**src/hdl/multi_axis_stepper_period_sync_unit_assert.svh**
```systemverilog
// Assertion macros shared by the RTL.
`ifndef MULTI_AXIS_STEPPER_PERIOD_SYNC_UNIT_ASSERT_SVH
`define MULTI_AXIS_STEPPER_PERIOD_SYNC_UNIT_ASSERT_SVH

// Same-cycle implication, disabled in reset.
`define MSPS_ASSERT_NOW(label, clk, rst, ante, cons, msg) \
  label: assert property (@(posedge clk) disable iff (rst) (ante) |-> (cons)) else $error(msg);

// Next-cycle implication, disabled in reset.
`define MSPS_ASSERT_NEXT(label, clk, rst, ante, cons, msg) \
  label: assert property (@(posedge clk) disable iff (rst) (ante) |=> (cons)) else $error(msg);

`endif

```
**src/hdl/msps_pkg.sv**
```systemverilog
package msps_pkg;

  localparam int CFG_W = 16;

  typedef enum logic [1:0] {
    REG_TICK_FLOOR      = 2'd0,
    REG_BRAKE_THRESHOLD = 2'd1,
    REG_MAX_DELTA       = 2'd2,
    REG_STOP_THRESHOLD  = 2'd3
  } cfg_reg_t;

  localparam logic [CFG_W-1:0] TICK_FLOOR_RST = 16'd100;
  localparam logic [CFG_W-1:0] BRAKE_RST      = 16'd200;
  localparam logic [CFG_W-1:0] MAX_DELTA_RST  = 16'd50;
  localparam logic [CFG_W-1:0] STOP_RST       = 16'd5;

  // status of a serial arithmetic unit
  typedef struct packed {
    logic busy;
    logic done;
  } unit_stat_t;

endpackage

```
**src/hdl/msps_if.sv**
```systemverilog
interface msps_upd_if #(
  parameter int NUM_MOTORS = 4,
  parameter int STEP_BITS  = 24
);
  logic                            valid;
  logic                            ready;
  logic [NUM_MOTORS*STEP_BITS-1:0] delta_step;

  modport source (output valid, output delta_step, input ready);
  modport sink   (input valid, input delta_step, output ready);
endinterface

interface msps_res_if #(
  parameter int NUM_MOTORS  = 4,
  parameter int STEP_BITS   = 24,
  parameter int PERIOD_BITS = 24
);
  localparam int IW = (NUM_MOTORS > 1) ? $clog2(NUM_MOTORS) : 1;
  logic                   valid;
  logic                   ready;
  logic [IW-1:0]          motor_index;
  logic [STEP_BITS-1:0]   step_count;
  logic                   clockwise;
  logic [PERIOD_BITS-1:0] step_period;
  logic                   is_reference;
  logic                   stop_all;
  logic                   last;

  modport source (output valid, output motor_index, output step_count, output clockwise,
                  output step_period, output is_reference, output stop_all, output last,
                  input ready);
  modport sink   (input valid, input motor_index, input step_count, input clockwise,
                  input step_period, input is_reference, input stop_all, input last,
                  output ready);
endinterface

```
**src/hdl/msps_mul.sv**
```systemverilog
// Shift-add multiplier, one bit of a per cycle, MSB first.
module msps_mul #(
  parameter int BW = 24
) (
  input  logic                          clk,
  input  logic                          rst,
  input  logic                          start,
  input  logic [msps_pkg::CFG_W-1:0]    a,
  input  logic [BW-1:0]                 b,
  output logic [msps_pkg::CFG_W+BW-1:0] p,
  output msps_pkg::unit_stat_t          stat
);
  localparam int AW = msps_pkg::CFG_W;
  localparam int CW = $clog2(AW + 1);

  logic [AW-1:0] a_sh;
  logic [BW-1:0] b_q;
  logic [CW-1:0] cnt;

  always_ff @(posedge clk) begin
    if (rst) begin
      stat <= '0;
      cnt  <= '0;
    end else begin
      stat.done <= 1'b0;
      if (start) begin
        a_sh      <= a;
        b_q       <= b;
        p         <= '0;
        cnt       <= CW'(AW);
        stat.busy <= 1'b1;
      end else if (stat.busy) begin
        p    <= {p[AW+BW-2:0], 1'b0} + (a_sh[AW-1] ? (AW+BW)'(b_q) : '0);
        a_sh <= {a_sh[AW-2:0], 1'b0};
        cnt  <= cnt - 1'b1;
        if (cnt == CW'(1)) begin
          stat.busy <= 1'b0;
          stat.done <= 1'b1;
        end
      end
    end
  end
endmodule

```
**src/hdl/msps_div.sv**
```systemverilog
// Restoring divider, one quotient bit per cycle. Divisor must be nonzero.
module msps_div #(
  parameter int NW = 40,
  parameter int DW = 24
) (
  input  logic                 clk,
  input  logic                 rst,
  input  logic                 start,
  input  logic [NW-1:0]        num,
  input  logic [DW-1:0]        den,
  output logic [NW-1:0]        quo,
  output msps_pkg::unit_stat_t stat
);
  localparam int CW = $clog2(NW + 1);

  logic [DW-1:0] rem;
  logic [DW-1:0] den_q;
  logic [CW-1:0] cnt;
  logic [DW:0]   trial;
  logic [DW:0]   diff;

  assign trial = {rem, quo[NW-1]};
  assign diff  = trial - {1'b0, den_q};

  always_ff @(posedge clk) begin
    if (rst) begin
      stat <= '0;
      cnt  <= '0;
    end else begin
      stat.done <= 1'b0;
      if (start) begin
        quo       <= num;
        den_q     <= den;
        rem       <= '0;
        cnt       <= CW'(NW);
        stat.busy <= 1'b1;
      end else if (stat.busy) begin
        // quo shifts the dividend out and the quotient bits in
        if (!diff[DW]) begin
          rem <= diff[DW-1:0];
          quo <= {quo[NW-2:0], 1'b1};
        end else begin
          rem <= trial[DW-1:0];
          quo <= {quo[NW-2:0], 1'b0};
        end
        cnt <= cnt - 1'b1;
        if (cnt == CW'(1)) begin
          stat.busy <= 1'b0;
          stat.done <= 1'b1;
        end
      end
    end
  end
endmodule

```
**src/hdl/multi_axis_stepper_period_sync_unit.sv**
```systemverilog
// channel  | dir | beat                         | width
// ---------+-----+------------------------------+----------------------------
// updates  | in  | delta_step, one per motor    | NUM_MOTORS*STEP_BITS
// results  | out | one beat per motor, in order | index,count,dir,period,flags
// cfg      | in  | write only, no stall         | 2 index + 16 data
//
// One update runs the ref scan and scale product, then a target per motor (the
// divider is skipped for a zero-count motor), then the limited updates (the
// multiplier and divider are skipped when nothing is limited). Both are serial
// units; the divider works on NW = 16+max(16,STEP_BITS,PERIOD_BITS) bits, and
// the receiver can stall each result beat.
// One update is in flight at a time; updates.ready is high only when idle.
// Synchronous active-high reset loads the register defaults and sets every stored
// period to the maximum. Each result beat holds until taken.
`include "multi_axis_stepper_period_sync_unit_assert.svh"

module multi_axis_stepper_period_sync_unit #(
  parameter int NUM_MOTORS  = 4,
  parameter int PERIOD_BITS = 24,
  parameter int STEP_BITS   = 24
) (
  input  logic                         clk,
  input  logic                         rst,
  input  logic                         cfg_we,
  input  logic [1:0]                   cfg_index,
  input  logic [msps_pkg::CFG_W-1:0]   cfg_data,
  msps_upd_if.sink                     updates,
  msps_res_if.source                   results
);
  localparam int CW    = msps_pkg::CFG_W;
  localparam int IW    = (NUM_MOTORS > 1) ? $clog2(NUM_MOTORS) : 1;
  localparam int SCL_W = (STEP_BITS > CW) ? STEP_BITS : CW;
  localparam int BW    = (SCL_W > PERIOD_BITS) ? SCL_W : PERIOD_BITS;
  localparam int NW    = CW + BW;
  localparam int DW    = (STEP_BITS > PERIOD_BITS) ? STEP_BITS : PERIOD_BITS;
  localparam logic [IW-1:0]          LAST_IDX = IW'(NUM_MOTORS - 1);
  localparam logic [PERIOD_BITS-1:0] PMAX     = {PERIOD_BITS{1'b1}};

  typedef enum logic [3:0] {
    S_IDLE, S_SCAN, S_MSTART, S_MWAIT, S_TSTART, S_TWAIT, S_TDELTA,
    S_LIMIT, S_USTART, S_UMWAIT, S_UDWAIT, S_UPDATE, S_EMIT
  } state_t;

  // configuration registers
  logic [CW-1:0] tick_floor, brake_threshold, max_delta_period, stop_threshold;

  always_ff @(posedge clk) begin
    if (rst) begin
      tick_floor       <= msps_pkg::TICK_FLOOR_RST;
      brake_threshold  <= msps_pkg::BRAKE_RST;
      max_delta_period <= msps_pkg::MAX_DELTA_RST;
      stop_threshold   <= msps_pkg::STOP_RST;
    end else if (cfg_we) begin
      case (msps_pkg::cfg_reg_t'(cfg_index))
        msps_pkg::REG_TICK_FLOOR:      tick_floor       <= cfg_data;
        msps_pkg::REG_BRAKE_THRESHOLD: brake_threshold  <= cfg_data;
        msps_pkg::REG_MAX_DELTA:       max_delta_period <= cfg_data;
        msps_pkg::REG_STOP_THRESHOLD:  stop_threshold   <= cfg_data;
        default: ;
      endcase
    end
  end

  // per-motor rings; each phase rotates the rings it uses a full turn, so motor idx sits at [0]
  state_t                 state;
  logic [STEP_BITS-1:0]   cnt_q   [NUM_MOTORS];
  logic [PERIOD_BITS-1:0] per_q   [NUM_MOTORS];
  logic [PERIOD_BITS-1:0] dmag_q  [NUM_MOTORS];
  logic                   dsign_q [NUM_MOTORS];
  logic [IW-1:0]          idx;
  logic [IW-1:0]          ref_idx;
  logic [STEP_BITS-1:0]   best;
  logic [NW-1:0]          prod;
  logic [PERIOD_BITS-1:0] tgt;
  logic [PERIOD_BITS-1:0] biggest;
  logic [PERIOD_BITS-1:0] step;
  logic                   stop;
  logic                   limit;

  // shared serial units
  logic                 mul_start, div_start;
  logic [CW-1:0]        mul_a;
  logic [BW-1:0]        mul_b;
  logic [NW-1:0]        mul_p;
  logic [NW-1:0]        div_num;
  logic [DW-1:0]        div_den;
  logic [NW-1:0]        div_q;
  msps_pkg::unit_stat_t mul_st, div_st;

  msps_mul #(.BW(BW)) u_mul (
    .clk(clk), .rst(rst), .start(mul_start), .a(mul_a), .b(mul_b), .p(mul_p), .stat(mul_st)
  );

  msps_div #(.NW(NW), .DW(DW)) u_div (
    .clk(clk), .rst(rst), .start(div_start), .num(div_num), .den(div_den), .quo(div_q),
    .stat(div_st)
  );

  // head-of-ring datapath
  logic [STEP_BITS-1:0]   head_mag;
  logic [SCL_W-1:0]       scale;
  logic [PERIOD_BITS-1:0] tgt_sat;
  logic [PERIOD_BITS:0]   d_diff;
  logic [PERIOD_BITS-1:0] d_mag;
  logic [PERIOD_BITS-1:0] new_per;

  assign head_mag = cnt_q[0][STEP_BITS-1] ? (~cnt_q[0] + 1'b1) : cnt_q[0];
  assign scale    = (SCL_W'(best) > SCL_W'(brake_threshold)) ? SCL_W'(best)
                                                             : SCL_W'(brake_threshold);
  // quotient saturates high, and never reads zero
  always_comb begin
    if (|div_q[NW-1:PERIOD_BITS]) tgt_sat = PMAX;
    else if (div_q[PERIOD_BITS-1:0] == '0) tgt_sat = PERIOD_BITS'(1);
    else tgt_sat = div_q[PERIOD_BITS-1:0];
  end
  assign d_diff  = {1'b0, tgt} - {1'b0, per_q[0]};
  assign d_mag   = d_diff[PERIOD_BITS] ? (~d_diff[PERIOD_BITS-1:0] + 1'b1)
                                       : d_diff[PERIOD_BITS-1:0];
  assign new_per = dsign_q[0] ? (per_q[0] - step) : (per_q[0] + step);

  always_comb begin
    mul_start = 1'b0;
    mul_a     = tick_floor;
    mul_b     = BW'(scale);
    div_start = 1'b0;
    div_num   = prod;
    div_den   = DW'(head_mag);
    case (state)
      S_MSTART: mul_start = 1'b1;
      S_TSTART: div_start = (head_mag != '0);
      S_USTART: begin
        mul_start = limit;
        mul_a     = max_delta_period;
        mul_b     = BW'(dmag_q[0]);
      end
      S_UMWAIT: begin
        div_start = mul_st.done;
        div_num   = mul_p;
        div_den   = DW'(biggest);
      end
      default: ;
    endcase
  end

  assign updates.ready = (state == S_IDLE);

  always_ff @(posedge clk) begin
    if (rst) begin
      state         <= S_IDLE;
      results.valid <= 1'b0;
      idx           <= '0;
      for (int i = 0; i < NUM_MOTORS; i++) per_q[i] <= PMAX;
    end else begin
      case (state)
        S_IDLE: begin
          if (updates.valid) begin
            for (int i = 0; i < NUM_MOTORS; i++)
              cnt_q[i] <= updates.delta_step[i*STEP_BITS +: STEP_BITS];
            idx     <= '0;
            best    <= '0;
            ref_idx <= '0;
            state   <= S_SCAN;
          end
        end
        S_SCAN: begin
          // ties go to the later motor
          if (best <= head_mag) begin
            best    <= head_mag;
            ref_idx <= idx;
          end
          for (int i = 0; i < NUM_MOTORS - 1; i++) cnt_q[i] <= cnt_q[i+1];
          cnt_q[NUM_MOTORS-1] <= cnt_q[0];
          idx <= idx + 1'b1;
          if (idx == LAST_IDX) state <= S_MSTART;
        end
        S_MSTART: state <= S_MWAIT;
        S_MWAIT: begin
          if (mul_st.done) begin
            prod    <= mul_p;
            stop    <= (SCL_W'(best) < SCL_W'(stop_threshold));
            idx     <= '0;
            biggest <= '0;
            state   <= S_TSTART;
          end
        end
        S_TSTART: begin
          if (head_mag == '0) begin
            tgt   <= PMAX;
            state <= S_TDELTA;
          end else begin
            state <= S_TWAIT;
          end
        end
        S_TWAIT: begin
          if (div_st.done) begin
            tgt   <= tgt_sat;
            state <= S_TDELTA;
          end
        end
        S_TDELTA: begin
          if (biggest <= d_mag) biggest <= d_mag;
          for (int i = 0; i < NUM_MOTORS - 1; i++) begin
            cnt_q[i]   <= cnt_q[i+1];
            per_q[i]   <= per_q[i+1];
            dmag_q[i]  <= dmag_q[i+1];
            dsign_q[i] <= dsign_q[i+1];
          end
          cnt_q[NUM_MOTORS-1]   <= cnt_q[0];
          per_q[NUM_MOTORS-1]   <= per_q[0];
          dmag_q[NUM_MOTORS-1]  <= d_mag;
          dsign_q[NUM_MOTORS-1] <= d_diff[PERIOD_BITS];
          idx <= idx + 1'b1;
          state <= (idx == LAST_IDX) ? S_LIMIT : S_TSTART;
        end
        S_LIMIT: begin
          limit <= (biggest > PERIOD_BITS'(max_delta_period));
          idx   <= '0;
          state <= S_USTART;
        end
        S_USTART: begin
          if (limit) begin
            state <= S_UMWAIT;
          end else begin
            step  <= dmag_q[0];
            state <= S_UPDATE;
          end
        end
        S_UMWAIT: if (mul_st.done) state <= S_UDWAIT;
        S_UDWAIT: begin
          // scaled step never exceeds dmag, so the low bits hold it
          if (div_st.done) begin
            step  <= div_q[PERIOD_BITS-1:0];
            state <= S_UPDATE;
          end
        end
        S_UPDATE: begin
          results.valid        <= 1'b1;
          results.motor_index  <= idx;
          results.step_count   <= head_mag;
          results.clockwise    <= ~cnt_q[0][STEP_BITS-1];
          results.step_period  <= new_per;
          results.is_reference <= (idx == ref_idx);
          results.stop_all     <= stop;
          results.last         <= (idx == LAST_IDX);
          for (int i = 0; i < NUM_MOTORS - 1; i++) begin
            cnt_q[i]   <= cnt_q[i+1];
            per_q[i]   <= per_q[i+1];
            dmag_q[i]  <= dmag_q[i+1];
            dsign_q[i] <= dsign_q[i+1];
          end
          cnt_q[NUM_MOTORS-1]   <= cnt_q[0];
          per_q[NUM_MOTORS-1]   <= new_per;
          dmag_q[NUM_MOTORS-1]  <= dmag_q[0];
          dsign_q[NUM_MOTORS-1] <= dsign_q[0];
          state <= S_EMIT;
        end
        S_EMIT: begin
          if (results.ready) begin
            results.valid <= 1'b0;
            idx           <= idx + 1'b1;
            state         <= (idx == LAST_IDX) ? S_IDLE : S_USTART;
          end
        end
        default: state <= S_IDLE;
      endcase
    end
  end

  `MSPS_ASSERT_NOW(a_idle_no_result, clk, rst, updates.ready, !results.valid, "result beat while idle")
  `MSPS_ASSERT_NOW(a_mul_free, clk, rst, mul_start, !mul_st.busy, "multiplier restarted while busy")
  `MSPS_ASSERT_NOW(a_div_free, clk, rst, div_start, !div_st.busy, "divider restarted while busy")
  `MSPS_ASSERT_NEXT(a_last_idle, clk, rst, results.valid && results.ready && results.last, updates.ready, "not idle after last beat")

endmodule

```
**src/flat_wrapper.sv**
```systemverilog
// flat-port wrapper written by rule: the top's interface ports become plain ports
module multi_axis_stepper_period_sync_unit_flat 
#(
  parameter int NUM_MOTORS  = 4,
  parameter int PERIOD_BITS = 24,
  parameter int STEP_BITS   = 24
)
  (clk, rst, cfg_we, cfg_index, cfg_data, updates_valid, updates_delta_step, updates_ready, results_valid, results_motor_index, results_step_count, results_clockwise, results_step_period, results_is_reference, results_stop_all, results_last, results_ready);
  msps_upd_if #(.NUM_MOTORS(NUM_MOTORS), .STEP_BITS(STEP_BITS)) updates_i ();
  msps_res_if #(.NUM_MOTORS(NUM_MOTORS), .STEP_BITS(STEP_BITS), .PERIOD_BITS(PERIOD_BITS)) results_i ();
  input  logic clk;
  input  logic rst;
  input  logic cfg_we;
  input  logic [1:0] cfg_index;
  input  logic [msps_pkg::CFG_W-1:0] cfg_data;
  input wire logic [$bits(updates_i.valid)-1:0] updates_valid;
  input wire logic [$bits(updates_i.delta_step)-1:0] updates_delta_step;
  output wire logic [$bits(updates_i.ready)-1:0] updates_ready;
  output wire logic [$bits(results_i.valid)-1:0] results_valid;
  output wire logic [$bits(results_i.motor_index)-1:0] results_motor_index;
  output wire logic [$bits(results_i.step_count)-1:0] results_step_count;
  output wire logic [$bits(results_i.clockwise)-1:0] results_clockwise;
  output wire logic [$bits(results_i.step_period)-1:0] results_step_period;
  output wire logic [$bits(results_i.is_reference)-1:0] results_is_reference;
  output wire logic [$bits(results_i.stop_all)-1:0] results_stop_all;
  output wire logic [$bits(results_i.last)-1:0] results_last;
  input wire logic [$bits(results_i.ready)-1:0] results_ready;
  assign updates_i.valid = updates_valid;
  assign updates_i.delta_step = updates_delta_step;
  assign updates_ready = updates_i.ready;
  assign results_valid = results_i.valid;
  assign results_motor_index = results_i.motor_index;
  assign results_step_count = results_i.step_count;
  assign results_clockwise = results_i.clockwise;
  assign results_step_period = results_i.step_period;
  assign results_is_reference = results_i.is_reference;
  assign results_stop_all = results_i.stop_all;
  assign results_last = results_i.last;
  assign results_i.ready = results_ready;
  multi_axis_stepper_period_sync_unit #(.NUM_MOTORS(NUM_MOTORS), .PERIOD_BITS(PERIOD_BITS), .STEP_BITS(STEP_BITS)) u_core (.clk(clk), .rst(rst), .cfg_we(cfg_we), .cfg_index(cfg_index), .cfg_data(cfg_data), .updates(updates_i), .results(results_i));
endmodule
```
**config.mk**
```make
export PLATFORM = sky130hd
export DESIGN_NAME = multi_axis_stepper_period_sync_unit_flat
export DESIGN_NICKNAME = d
export VERILOG_FILES = /design/src/hdl/msps_pkg.sv /design/src/hdl/msps_if.sv /design/src/hdl/msps_mul.sv /design/src/hdl/msps_div.sv /design/src/hdl/multi_axis_stepper_period_sync_unit.sv /design/src/flat_wrapper.sv
export VERILOG_INCLUDE_DIRS = /design/src /design/src/hdl
export SDC_FILE = /design/constraint.sdc
export NUM_CORES = 1
export LEC_CHECK = 0
export BUFFER_PORTS_ARGS = -buffer_cell sky130_fd_sc_hd__buf_2
export CELL_PAD_IN_SITES_DETAIL_PLACEMENT = 1
export CELL_PAD_IN_SITES_GLOBAL_PLACEMENT = 1
export CORE_AREA = 5 5 382 346
export CTS_CLUSTER_DIAMETER = 60
export DETAILED_ROUTE_END_ITERATION = 8
export DIE_AREA = 0 0 387 351
export MAX_ROUTING_LAYER = met4
export PLACE_DENSITY = 0.5
export REMOVE_ABC_BUFFERS = 1
export SYNTH_ARGS = -nofsm -noshare
export SYNTH_HDL_FRONTEND = slang
export SYNTH_HIERARCHICAL = 1
export SYNTH_SLANG_ARGS = --single-unit
```
**constraint.sdc**
```tcl
create_clock -name clk -period 8.37 [get_ports clk]
set_input_delay 0.837 -clock clk [delete_from_list [all_inputs] [get_ports clk]]
set_output_delay 0.837 -clock clk [all_outputs]
set_load 0.02 [all_outputs]
```
# Word level (Yosys, flattened, before mapping)
# Memory sizes are Yosys's and may differ from the RTL's.
# Index checks and enable logic that the tools add are counted.
dict set report classes {
  div 0
  add_sub_neg 10
  muxes 106
  magnitude_cmp 5
  multipliers 0
  n_eq_ne 30
  shifts 0
  n_reduce_logical 37
  n_bitwise 34
}
# cell n
set ops {}
lappend ops {{2-to-1 mux 24 bit} 43}
lappend ops {{one-hot mux 24 bit (2 select lines)} 4}
lappend ops {{2-to-1 mux 40 bit} 4}
lappend ops {{one-hot mux 4 bit (13 select lines)} 1}
lappend ops {{adder 24 x 1 -> 24 bit (second input constant)} 2}
lappend ops {{greater-than comparator 24 x 16 -> 1 bit} 2}
lappend ops {{less-or-equal comparator 24 bit} 2}
lappend ops {{logical NOT 24 bit} 2}
lappend ops {{2-to-1 mux 16 bit} 3}
lappend ops {{inverter 24 bit} 2}
lappend ops {{adder 40 bit} 1}
lappend ops {{2-to-1 mux 4 bit} 8}
lappend ops {{bitwise OR 1 bit} 28}
lappend ops {{subtractor 24 x 24 -> 25 bit} 1}
lappend ops {{subtractor 25 x 24 -> 25 bit} 1}
lappend ops {{adder 24 bit} 1}
lappend ops {{less-than comparator 24 x 16 -> 1 bit} 1}
lappend ops {{nonzero test 24 bit} 1}
lappend ops {{subtractor 24 bit} 1}
lappend ops {{2-to-1 mux 1 bit} 23}
lappend ops {{2-to-1 mux 2 bit} 11}
lappend ops {{AND reduction 2 bit} 11}
lappend ops {{equality test 4 bit (second input constant)} 5}
lappend ops {{AND reduction 4 bit} 5}
lappend ops {{28 further kinds} 59}
dict set report word_totals {
  word_cells 262
  romBits 0
  regBits 448
  inputBits 119
  latchBits 0
  mem_count 4
  out_inout_bits 56
  ram_bits 292
}
# memory depth word_bits read_ports rd_clocked_by_memory_dff write_ports line
set mem_list {}
lappend mem_list {u_core.cnt_q 4 24 4 0 4 multi_axis_stepper_period_sync_unit.sv:66} ;# logic [STEP_BITS-1:0] cnt_q [NUM_MOTORS];
lappend mem_list {u_core.dmag_q 4 24 4 0 4 multi_axis_stepper_period_sync_unit.sv:68} ;# logic [PERIOD_BITS-1:0] dmag_q [NUM_MOTORS];
lappend mem_list {u_core.per_q 4 24 4 0 4 multi_axis_stepper_period_sync_unit.sv:67} ;# logic [PERIOD_BITS-1:0] per_q [NUM_MOTORS];
lappend mem_list {u_core.dsign_q 4 1 4 0 4 multi_axis_stepper_period_sync_unit.sv:69} ;# logic dsign_q [NUM_MOTORS];

# Longest topological paths before layout
# Gate-level depths: netlist of run 1.
# An unclocked memory read counts as a cell.
dict set report logic_depth {
  ltp_word 8
  depth_mapped 25
  depth_no_buf 24
}

# Modules after synthesis
# Netlist of run 1, hierarchy kept.
# mod n_inst cells_per_inst area_per_inst_um2 seq_area_each_um2
set by_module_without_submodules {}
lappend by_module_without_submodules {multi_axis_stepper_period_sync_unit 1 2438 28051.9 16015.4}
lappend by_module_without_submodules {msps_div 1 430 5190.0 2802.7}
lappend by_module_without_submodules {msps_mul 1 417 4739.5 2542.4}

# Least setup slack after synthesis of run 1
# Ideal clock, no wire load.
dict set report synth_path {
  path_kind {register to register}
  from {register u_core.tgt[0]}
  to {register u_core.biggest[0], enable pin}
  stages_incl_launch_ff 26
  setup_time_ps 442
  period_less_slack_ps 6704
  path_slack_ps 1666
  t_required_ps 7928
  n_path_buf 1
  arrival_ps 6262
  cell_sequence {edfxtp_1 inv_1 ha_1 inv_1 fa_1 a211oi_1 o211ai_2 a211oi_2 nor3_1 a211oi_2 o21a_1 a21o_1 clkbuf_1 o21ai_0 xor2_1 ha_1 a21o_1 a21o_1 a21o_1 a21oi_1 nor2b_1 o21ai_0 nand2b_1 a221oi_1 o21ai_0 a211oi_1}
}
dict set report synth_between {
  elab_chain_cells 7
}
# item line
set synth_lines {}
lappend synth_lines {{start, declared} multi_axis_stepper_period_sync_unit.sv:74} ;# logic [PERIOD_BITS-1:0] tgt;
lappend synth_lines {{start signal, assigned} multi_axis_stepper_period_sync_unit.sv:196} ;# tgt <= tgt_sat;
lappend synth_lines {{subtractor 24 x 24 -> 25 bit *} multi_axis_stepper_period_sync_unit.sv:116} ;# assign d_diff = {1'b0, tgt} - {1'b0, per_q[0]};
lappend synth_lines {{inverter 24 bit} multi_axis_stepper_period_sync_unit.sv:117} ;# assign d_mag = d_diff[PERIOD_BITS] ? (~d_diff[PERIOD_BITS-1:0] + 1'b1)
lappend synth_lines {{adder 24 x 1 -> 24 bit} multi_axis_stepper_period_sync_unit.sv:117}
lappend synth_lines {{2-to-1 mux 24 bit *} multi_axis_stepper_period_sync_unit.sv:117}
lappend synth_lines {{less-or-equal comparator 24 bit *} multi_axis_stepper_period_sync_unit.sv:201} ;# if (biggest <= d_mag) biggest <= d_mag;
lappend synth_lines {{inequality test 2 x 1 -> 1 bit (no line) *} n/a}
lappend synth_lines {{AND reduction 4 bit (no line) *} n/a}
lappend synth_lines {{end signal, assigned} multi_axis_stepper_period_sync_unit.sv:201}
lappend synth_lines {{end, declared} multi_axis_stepper_period_sync_unit.sv:75} ;# logic [PERIOD_BITS-1:0] biggest;
# Every way passes the cells marked *; elsewhere a longest branch is shown, timed or not.
# A chain may end at the register's enable or synchronous reset.

# Final worst setup path of run 1
dict set report layout_path {
  from {register u_core.tgt[0]}
  to {register u_core.biggest[21], enable pin}
}
# The elaborated chain is that of the path after synthesis.

==> results of run 1 <==
worst max path at each step:
stage,from,to,depth (start not counted)
CTS,u_core/tgt[0]$_SDFFCE_PP1P_,u_core/biggest[21]$_SDFFCE_PN0P_,22
floorplan,u_core/state[0]$_SDFFE_PP0P_,u_core/u_div/quo[0]$_DFFE_PP_,4
global route,u_core/per_q[0][0]$_DFFE_PP_,u_core/biggest[18]$_SDFFCE_PN0P_,23
global placement,u_core/tgt[0]$_SDFFCE_PP1P_,u_core/biggest[22]$_SDFFCE_PN0P_,22
finish,u_core/tgt[0]$_SDFFCE_PP1P_,u_core/biggest[21]$_SDFFCE_PN0P_,22
detailed placement,u_core/tgt[0]$_SDFFCE_PP1P_,u_core/biggest[16]$_SDFFCE_PN0P_,22
where the power goes:
part	switching, mW	total [mW]	internal, mW
Sequential	0.241	4.71	4.47
Combinational	1.11	1.78	0.670
Clock	1.70	4.31	2.60
registers in the layout, indices dropped and copies added (netlist names), 5 cells and up:
signal                      count
u_core/u_mul/a_sh              16
u_core/u_mul/p                 40
u_core/per_q                   96
u_core/tgt                     24
u_core/tick_floor              16
u_core/best                    24
u_core/max_delta_period        16
u_core/biggest                 24
u_core/u_mul/b_q               24
u_core/results.step_count      24
u_core/u_div/cnt                6
u_core/prod                    40
u_core/u_div/rem               24
u_core/step                    24
u_core/brake_threshold         16
u_core/u_mul/cnt                5
u_core/u_div/den_q             24
u_core/results.step_period     24
u_core/u_div/quo               40
u_core/dmag_q                  96
u_core/stop_threshold          16
u_core/cnt_q                   96
cells in the final DEF, fill, tap and decap left out, types with 23 or more instances in the layout:
| cell | instances |
|---|---|
| edfxtp_1 | 654 |
| nand2_1 | 379 |
| nor2_1 | 236 |
| a21oi_1 | 235 |
| mux2_2 | 203 |
| ha_1 | 197 |
| buf_2 | 173 |
| inv_1 | 161 |
| o21ai_0 | 110 |
| clkbuf_16 | 99 |
| nand2b_1 | 99 |
| xnor2_1 | 88 |
| dfxtp_1 | 86 |
| xor2_1 | 66 |
| buf_4 | 44 |
| or3_1 | 42 |
| a21o_1 | 41 |
| nor3_1 | 40 |
| and2_1 | 38 |
| mux2i_1 | 34 |
| nand3_1 | 34 |
| nor2b_1 | 32 |
| o21a_1 | 32 |
| and3_1 | 30 |
| nand4_1 | 25 |
| clkinv_1 | 23 |
| o22a_1 | 23 |
synthesized netlist by cell type (7+ instances only):
cell type / count
nand3_1: 35
o211ai_1: 11
clkbuf_1: 115
buf_2: 8
nand2_1: 380
and2_1: 38
xor2_1: 66
a31oi_1: 20
nand4_1: 25
a21o_1: 41
o21a_1: 32
edfxtp_1: 654
or4_1: 8
nand2b_1: 99
o22a_1: 23
nor2b_1: 32
o2111ai_1: 7
nor2_1: 244
dfxtp_1: 86
inv_1: 161
and3_1: 30
o21ai_0: 111
mux2i_1: 34
buf_1: 7
nand3b_1: 17
o31ai_1: 13
ha_1: 197
or3_1: 43
a21oi_1: 236
xnor2_1: 88
o21bai_1: 14
a211oi_1: 17
mux2_2: 203
nor3_1: 42
nor4_1: 22
per-stage QoR:
stage | instances | worst slack, ps | hold slack (ps)
2_1_floorplan | 3150 | -2280 | 400
3_3_place_gp | 5082 | 1560 | 400
3_5_place_dp | 5082 | 1560 | 406
4_1_cts | 5262 | 1400 | 308
5_1_grt | 5271 | 1020 | 323
6_report | 5272 | 1390 | 370
routing by layer:
layer | part of all wire, % | vias up | routed length [um] | track usage, %
met2 | 45 | 390 | 53000 | 27.2
met3 | 4.5 | 150 | 5310 | 3.71
met5 | 0 | - | 0 | -
met1 | 48 | 12773 | 56200 | 23.6
li1 | - | 12347 | - | -
met4 | 2.1 | 0 | 2500 | 3.70
area by class of cell:
class                           instances  area (sq um)  share of cell area [%]
Inverter                              162           609                    1.38
Timing Repair Buffer                  218          1220                    2.75
Multi-Input combinational cell       2248         15600                    35.3
Clock buffer                          111          2520                    5.69
Sequential cell                       740         21400                    48.2
Tap cell                             1714          2140                    4.84
Clock inverter                         69           781                    1.76
Antenna cell                           10          25.0                  0.0565
cells by family (layout without fill, tap and decap cells):
family | after synthesis | after routing | synth area share (%)
AO/OA/AOI/OAI | 602 | 602 | 10.2
XOR/XNOR | 155 | 155 | 3.59
adder cells (fa/ha/maj) | 201 | 201 | 6.70
buffers and inverters | 297 | 560 | 3.02
flip-flops | 740 | 740 | 56.2
multiplexers | 238 | 238 | 6.94
other | 0 | 10 | 0
AND/OR/NAND/NOR | 1052 | 1052 | 13.3
==> summary.md, run 1 <==
| Metric | Value |
|---|---|
| Status | finished clean |
| Crit path DAT | 7280 ps |
| Remaining antenna violation count | 0 |
| Gate Count Post-Synth | 3285 |
| Top FF cell, synth | edfxtp_1 |
| Layout Nets | 3786 |
| Synth async-reset ratio | 0% |
| Reg2Reg Setup Slack | 1390 ps |
| Vias in the first global route | 26754 |
| Reg-to-reg critical path endpoint | u_core/biggest[21]$_SDFFCE_PN0P_ |
| Share of cells above drive strength 1 | 17.8% |
| Fill cells | 13975 |
| Post-CTS Resized | 0 |
| CP peak stage delay | 1090 ps |
| Clk slew on worst S/H paths | 60 ps |
| Post-synth top area share | 51.7% |
| R2R depth | 22 |
| Initial Util | 29.7% |
| Port bufs | 174 |
| Fmax | 143 MHz |
| CP startpoint kind | register |
| Pin count of the biggest net entering global routing | 116 |
| Drt first-iter violations | 1447 |
| Hold path start | results_ready |
| Final Cycle Share | 83.4% |
| Overall power | 10.8 mW |
| Final GP Congestion | 0.827 |
| Synth area leaders | edfxtp_1, ha_1, mux2_2 |
| Hold path depth | 2 |
| Sequential share of the synthesized area | 56.2% |
| Skew final | 32.0 ps |
| Core footprint | 128000 sq um |
| Num CTS Buffers | 96 |
| Final Core Density | 34.6% |
| Mapped cell area | 38000 sq um |
| Clock sinks | 740 |
| Placed Area | 41000 sq um |
| EDFF count, synth | 654 |
| CP cell instances | inv_1 -> ha_1 -> inv_1 -> fa_1 -> a211oi_1 -> o211ai_2 -> a211oi_2 -> nor3_1 -> a211oi_2 -> o21a_1 -> a21o_1 -> nand2_1 -> xnor2_1 -> ha_1 -> a21o_1 -> a21oi_1 -> nor2b_1 -> o21ai_0 -> nand2b_1 -> a2111oi_0 -> o21ai_0 -> a211oi_4 |
| PwrDens | 244 nW/um^2 |
| # IOs | 175 |
| # hold bufs at CTS | 0 |
| CP Buf/Inv Count | 2 |
| Leak pwr | 15.8 nW |
| Finished layout cell area | 44300 sq um |
| Drt pass-1 iters | 5 |
| Cell taking the most area after synthesis | edfxtp_1 |
| Synthesis warning total | 6 |
| Fin. Hold Viols | 0 |
| Global route overflow | 0 |
| Routed WL per cell | 22.2 um |
| Vias | 25660 |
| VDD IR max | 0.152 mV |
| Initial antenna violation count | 10 |
| Normalized max-slew margin | 17.3% |
| Std-Cell Rows | 125 |
| Root Buffer | clkbuf_16 |
| Unrepaired setup endpoints after global routing | no |
| Avg Cell Area, Syn | 11.6 sq um |
| Max-cap violations | 0 |
| Critical-path maximum fanout | 24 |
| Cell family with most CP delay | compound AO/OA/AOI/OAI gates |
| Worst skew pair latency | 700 ps |
| Final max-slew violation count | 0 |
| Die Area | 136000 sq um |
| Final setup violation count | 0 |
| Bufs on Longest Clock Path | 3 |
| Slowest cell on crit path | a211oi_4 |
| Post-DP HPWL | 84300 um |
| Post-CTS Repair Setup Buffers | 0 |
| Min Tclk post-route | 6980 ps |
| Crit path required time | 8670 ps |
| Least-Margin Pin Slew | 1240 ps |
| Final WL | 117000 um |
| Area delta synth->final | 16.6% |
| Hold Path Sink | u_core/results.valid$_SDFFE_PP0P_ |
| Die Ht | 351 um |
| CTS tree | yes |
| FF+latch count, synth | 740 |
| H-tree Lvls | 3 |
| Synth cell types | 93 |
| Setup TNS | 0 ps |
| R2R Path Start | u_core/tgt[0]$_SDFFCE_PP1P_ |
| # DRC | 0 |
| Hold crit path type | input port to register |
| Die X | 387 um |
| Vias per cell | 4.87 |
| Setup crit end kind | register |
| Setup CP Type | register to register |
| First-pass GRT wire length | 175000 um |
| GRT Total Usage | 17.4% |
(Power assumes the default switching activity.)
==> run 2: changes to the inputs <==
Settings changed: PLACE_DENSITY 0.5 to 0.52.
Clock period 8.37 ns to 6.2 ns, I/O delays scaled along.
==> summary.md, run 2 (synthesis gave the netlist of run 1 again) <==
| Metric | Value |
|---|---|
| Vias in the first global route | 26769 |
| Vias | 25995 |
| H-tree Lvls | 3 |
| Final WL | 119000 um |
| CTS tree | yes |
| # IOs | 175 |
| Setup TNS | 0 ps |
| Post-DP HPWL | 87500 um |
| Vias per cell | 4.91 |
| Global route overflow | 0 |
| Least-Margin Pin Slew | 1100 ps |
| Clock sinks | 740 |
| Pin count of the biggest net entering global routing | 63 |
| Final setup violation count | 0 |
| Drt first-iter violations | 1580 |
| Final Core Density | 34.7% |
| Placed Area | 41200 sq um |
| GRT Total Usage | 17.8% |
| Final max-slew violation count | 0 |
| Crit path required time | 6580 ps |
| Highest-count cells in the layout ignoring fill and taps | edfxtp_1, nand2_1, nor2_1 |
| Layout Nets | 3816 |
| Finished layout cell area | 44500 sq um |
| PwrDens | 327 nW/um^2 |
| Routed WL per cell | 22.5 um |
| Drt pass-1 iters | 5 |
| Slowest cell on crit path | fa_1 |
| Min Tclk post-route | 5760 ps |
| Status | finished clean |
| CP startpoint kind | register |
| Skew final | 24.7 ps |
| Fmax | 174 MHz |
| Fin. Hold Viols | 0 |
| # hold bufs at CTS | 0 |
| Die X | 387 um |
| Num CTS Buffers | 101 |
| Setup crit end kind | register |
| Core footprint | 128000 sq um |
| # DRC | 0 |
| Setup CP Type | register to register |
| Biggest regs | u_core/cnt_q: 96 flops, u_core/dmag_q: 96 flops, u_core/per_q: 96 flops |
| Root Buffer | clkbuf_16 |
| Die Area | 136000 sq um |
| Port bufs | 174 |
| Critical-path maximum fanout | 16 |
| CP peak stage delay | 430 ps |
| Crit path DAT | 6130 ps |
| Unrepaired setup endpoints after global routing | no |
| Initial Util | 29.7% |
| Hold crit path type | input port to register |
| Area delta synth->final | 17.1% |
| Commonest non-fill, non-tap cell in the layout | edfxtp_1 |
| Initial antenna violation count | 4 |
| Share of cells above drive strength 1 | 18.7% |
| Normalized max-slew margin | 26.7% |
| Clk slew on worst S/H paths | 60 ps |
| Die Ht | 351 um |
| Std-Cell Rows | 125 |
| Leak pwr | 15.9 nW |
| Worst skew pair latency | 680 ps |
| Final Cycle Share | 92.8% |
| VDD IR max | 0.216 mV |
| Remaining antenna violation count | 0 |
| First-pass GRT wire length | 179000 um |
| Final GP Congestion | 0.836 |
| Max-cap violations | 0 |
| Bufs on Longest Clock Path | 3 |
run 2: cell types whose count changed in the layout (fill, tap and decap cells not counted), sizes merged:
cell and delta:
clkbuf +7, buf +25, diode -7, bufinv -6, clkinv -3, inv +9
run 2: repair_timing:
action                                  4_1_cts  5_1_grt
endpoints found under the setup margin        0       24
buffers inserted                              0        1
resized for setup                             0        5
run 2: worst max-delay path: cells and delay by family, from the launching register on:
family,cells,cell delay [ps]
buffers and inverters,3,340
AND/OR/NAND/NOR,3,250
flip-flops,1,360
XOR/XNOR,1,310
adder cells (fa/ha/maj),3,900
AO/OA/AOI/OAI,15,3280
run 2: path summary, 6_finish.rpt:
path | from | endpoint | slack, ps | depth (start not counted)
worst max-delay path | u_core/tgt[0]$_SDFFCE_PP1P_ | u_core/biggest[11]$_SDFFCE_PN0P_ | 440 | 25
worst min-delay path | results_ready | u_core/results.valid$_SDFFE_PP0P_ | 190 | 2
worst max register to register | u_core/tgt[0]$_SDFFCE_PP1P_ | u_core/biggest[11]$_SDFFCE_PN0P_ | 440 | 25
worst min register to register | u_core/dmag_q[0][65]$_DFFE_PP_ | u_core/dmag_q[0][41]$_DFFE_PP_ | 410 | 0
run 2: power breakdown:
part           internal [mW]  switching [mW]
Sequential              6.03           0.312
Combinational          0.961            1.52
Clock                   3.38            2.34
Total                   10.4            4.18
run 2: per-layer routing:
metal  vias to the layer above  share of wire (%)  track usage, %
met5                         -                  0               -
met3                       135                4.1            3.24
li1                      12404                  -               -
met4                         0                1.7            3.58
met2                       441                 46            27.9
met1                     13015                 49            24.3
run 2: layout make-up:
cell class	instances	area, sq um
antenna	3	7.51
clock buffer	118	2620
clock inverter	69	643
fill	13939	83600
inverter	162	609
multi-input combinational	2248	15700
sequential	740	21400
tap	1714	2140
timing repair buffer	243	1430
run 2: stage by stage:
step / power, mW / setup WS (ps) / std cells / hold slack [ps]
final: 14.6 / 443 / 5297 / 190
after global routing: 15.3 / 19.1 / 5297 / 170
after CTS: 14.8 / 91.6 / 5293 / 157
after detailed placement: 8.97 / 103 / 5106 / 406
after global placement: 8.93 / 160 / 5106 / 401
after floorplan: 7.96 / -4450 / 3150 / 400
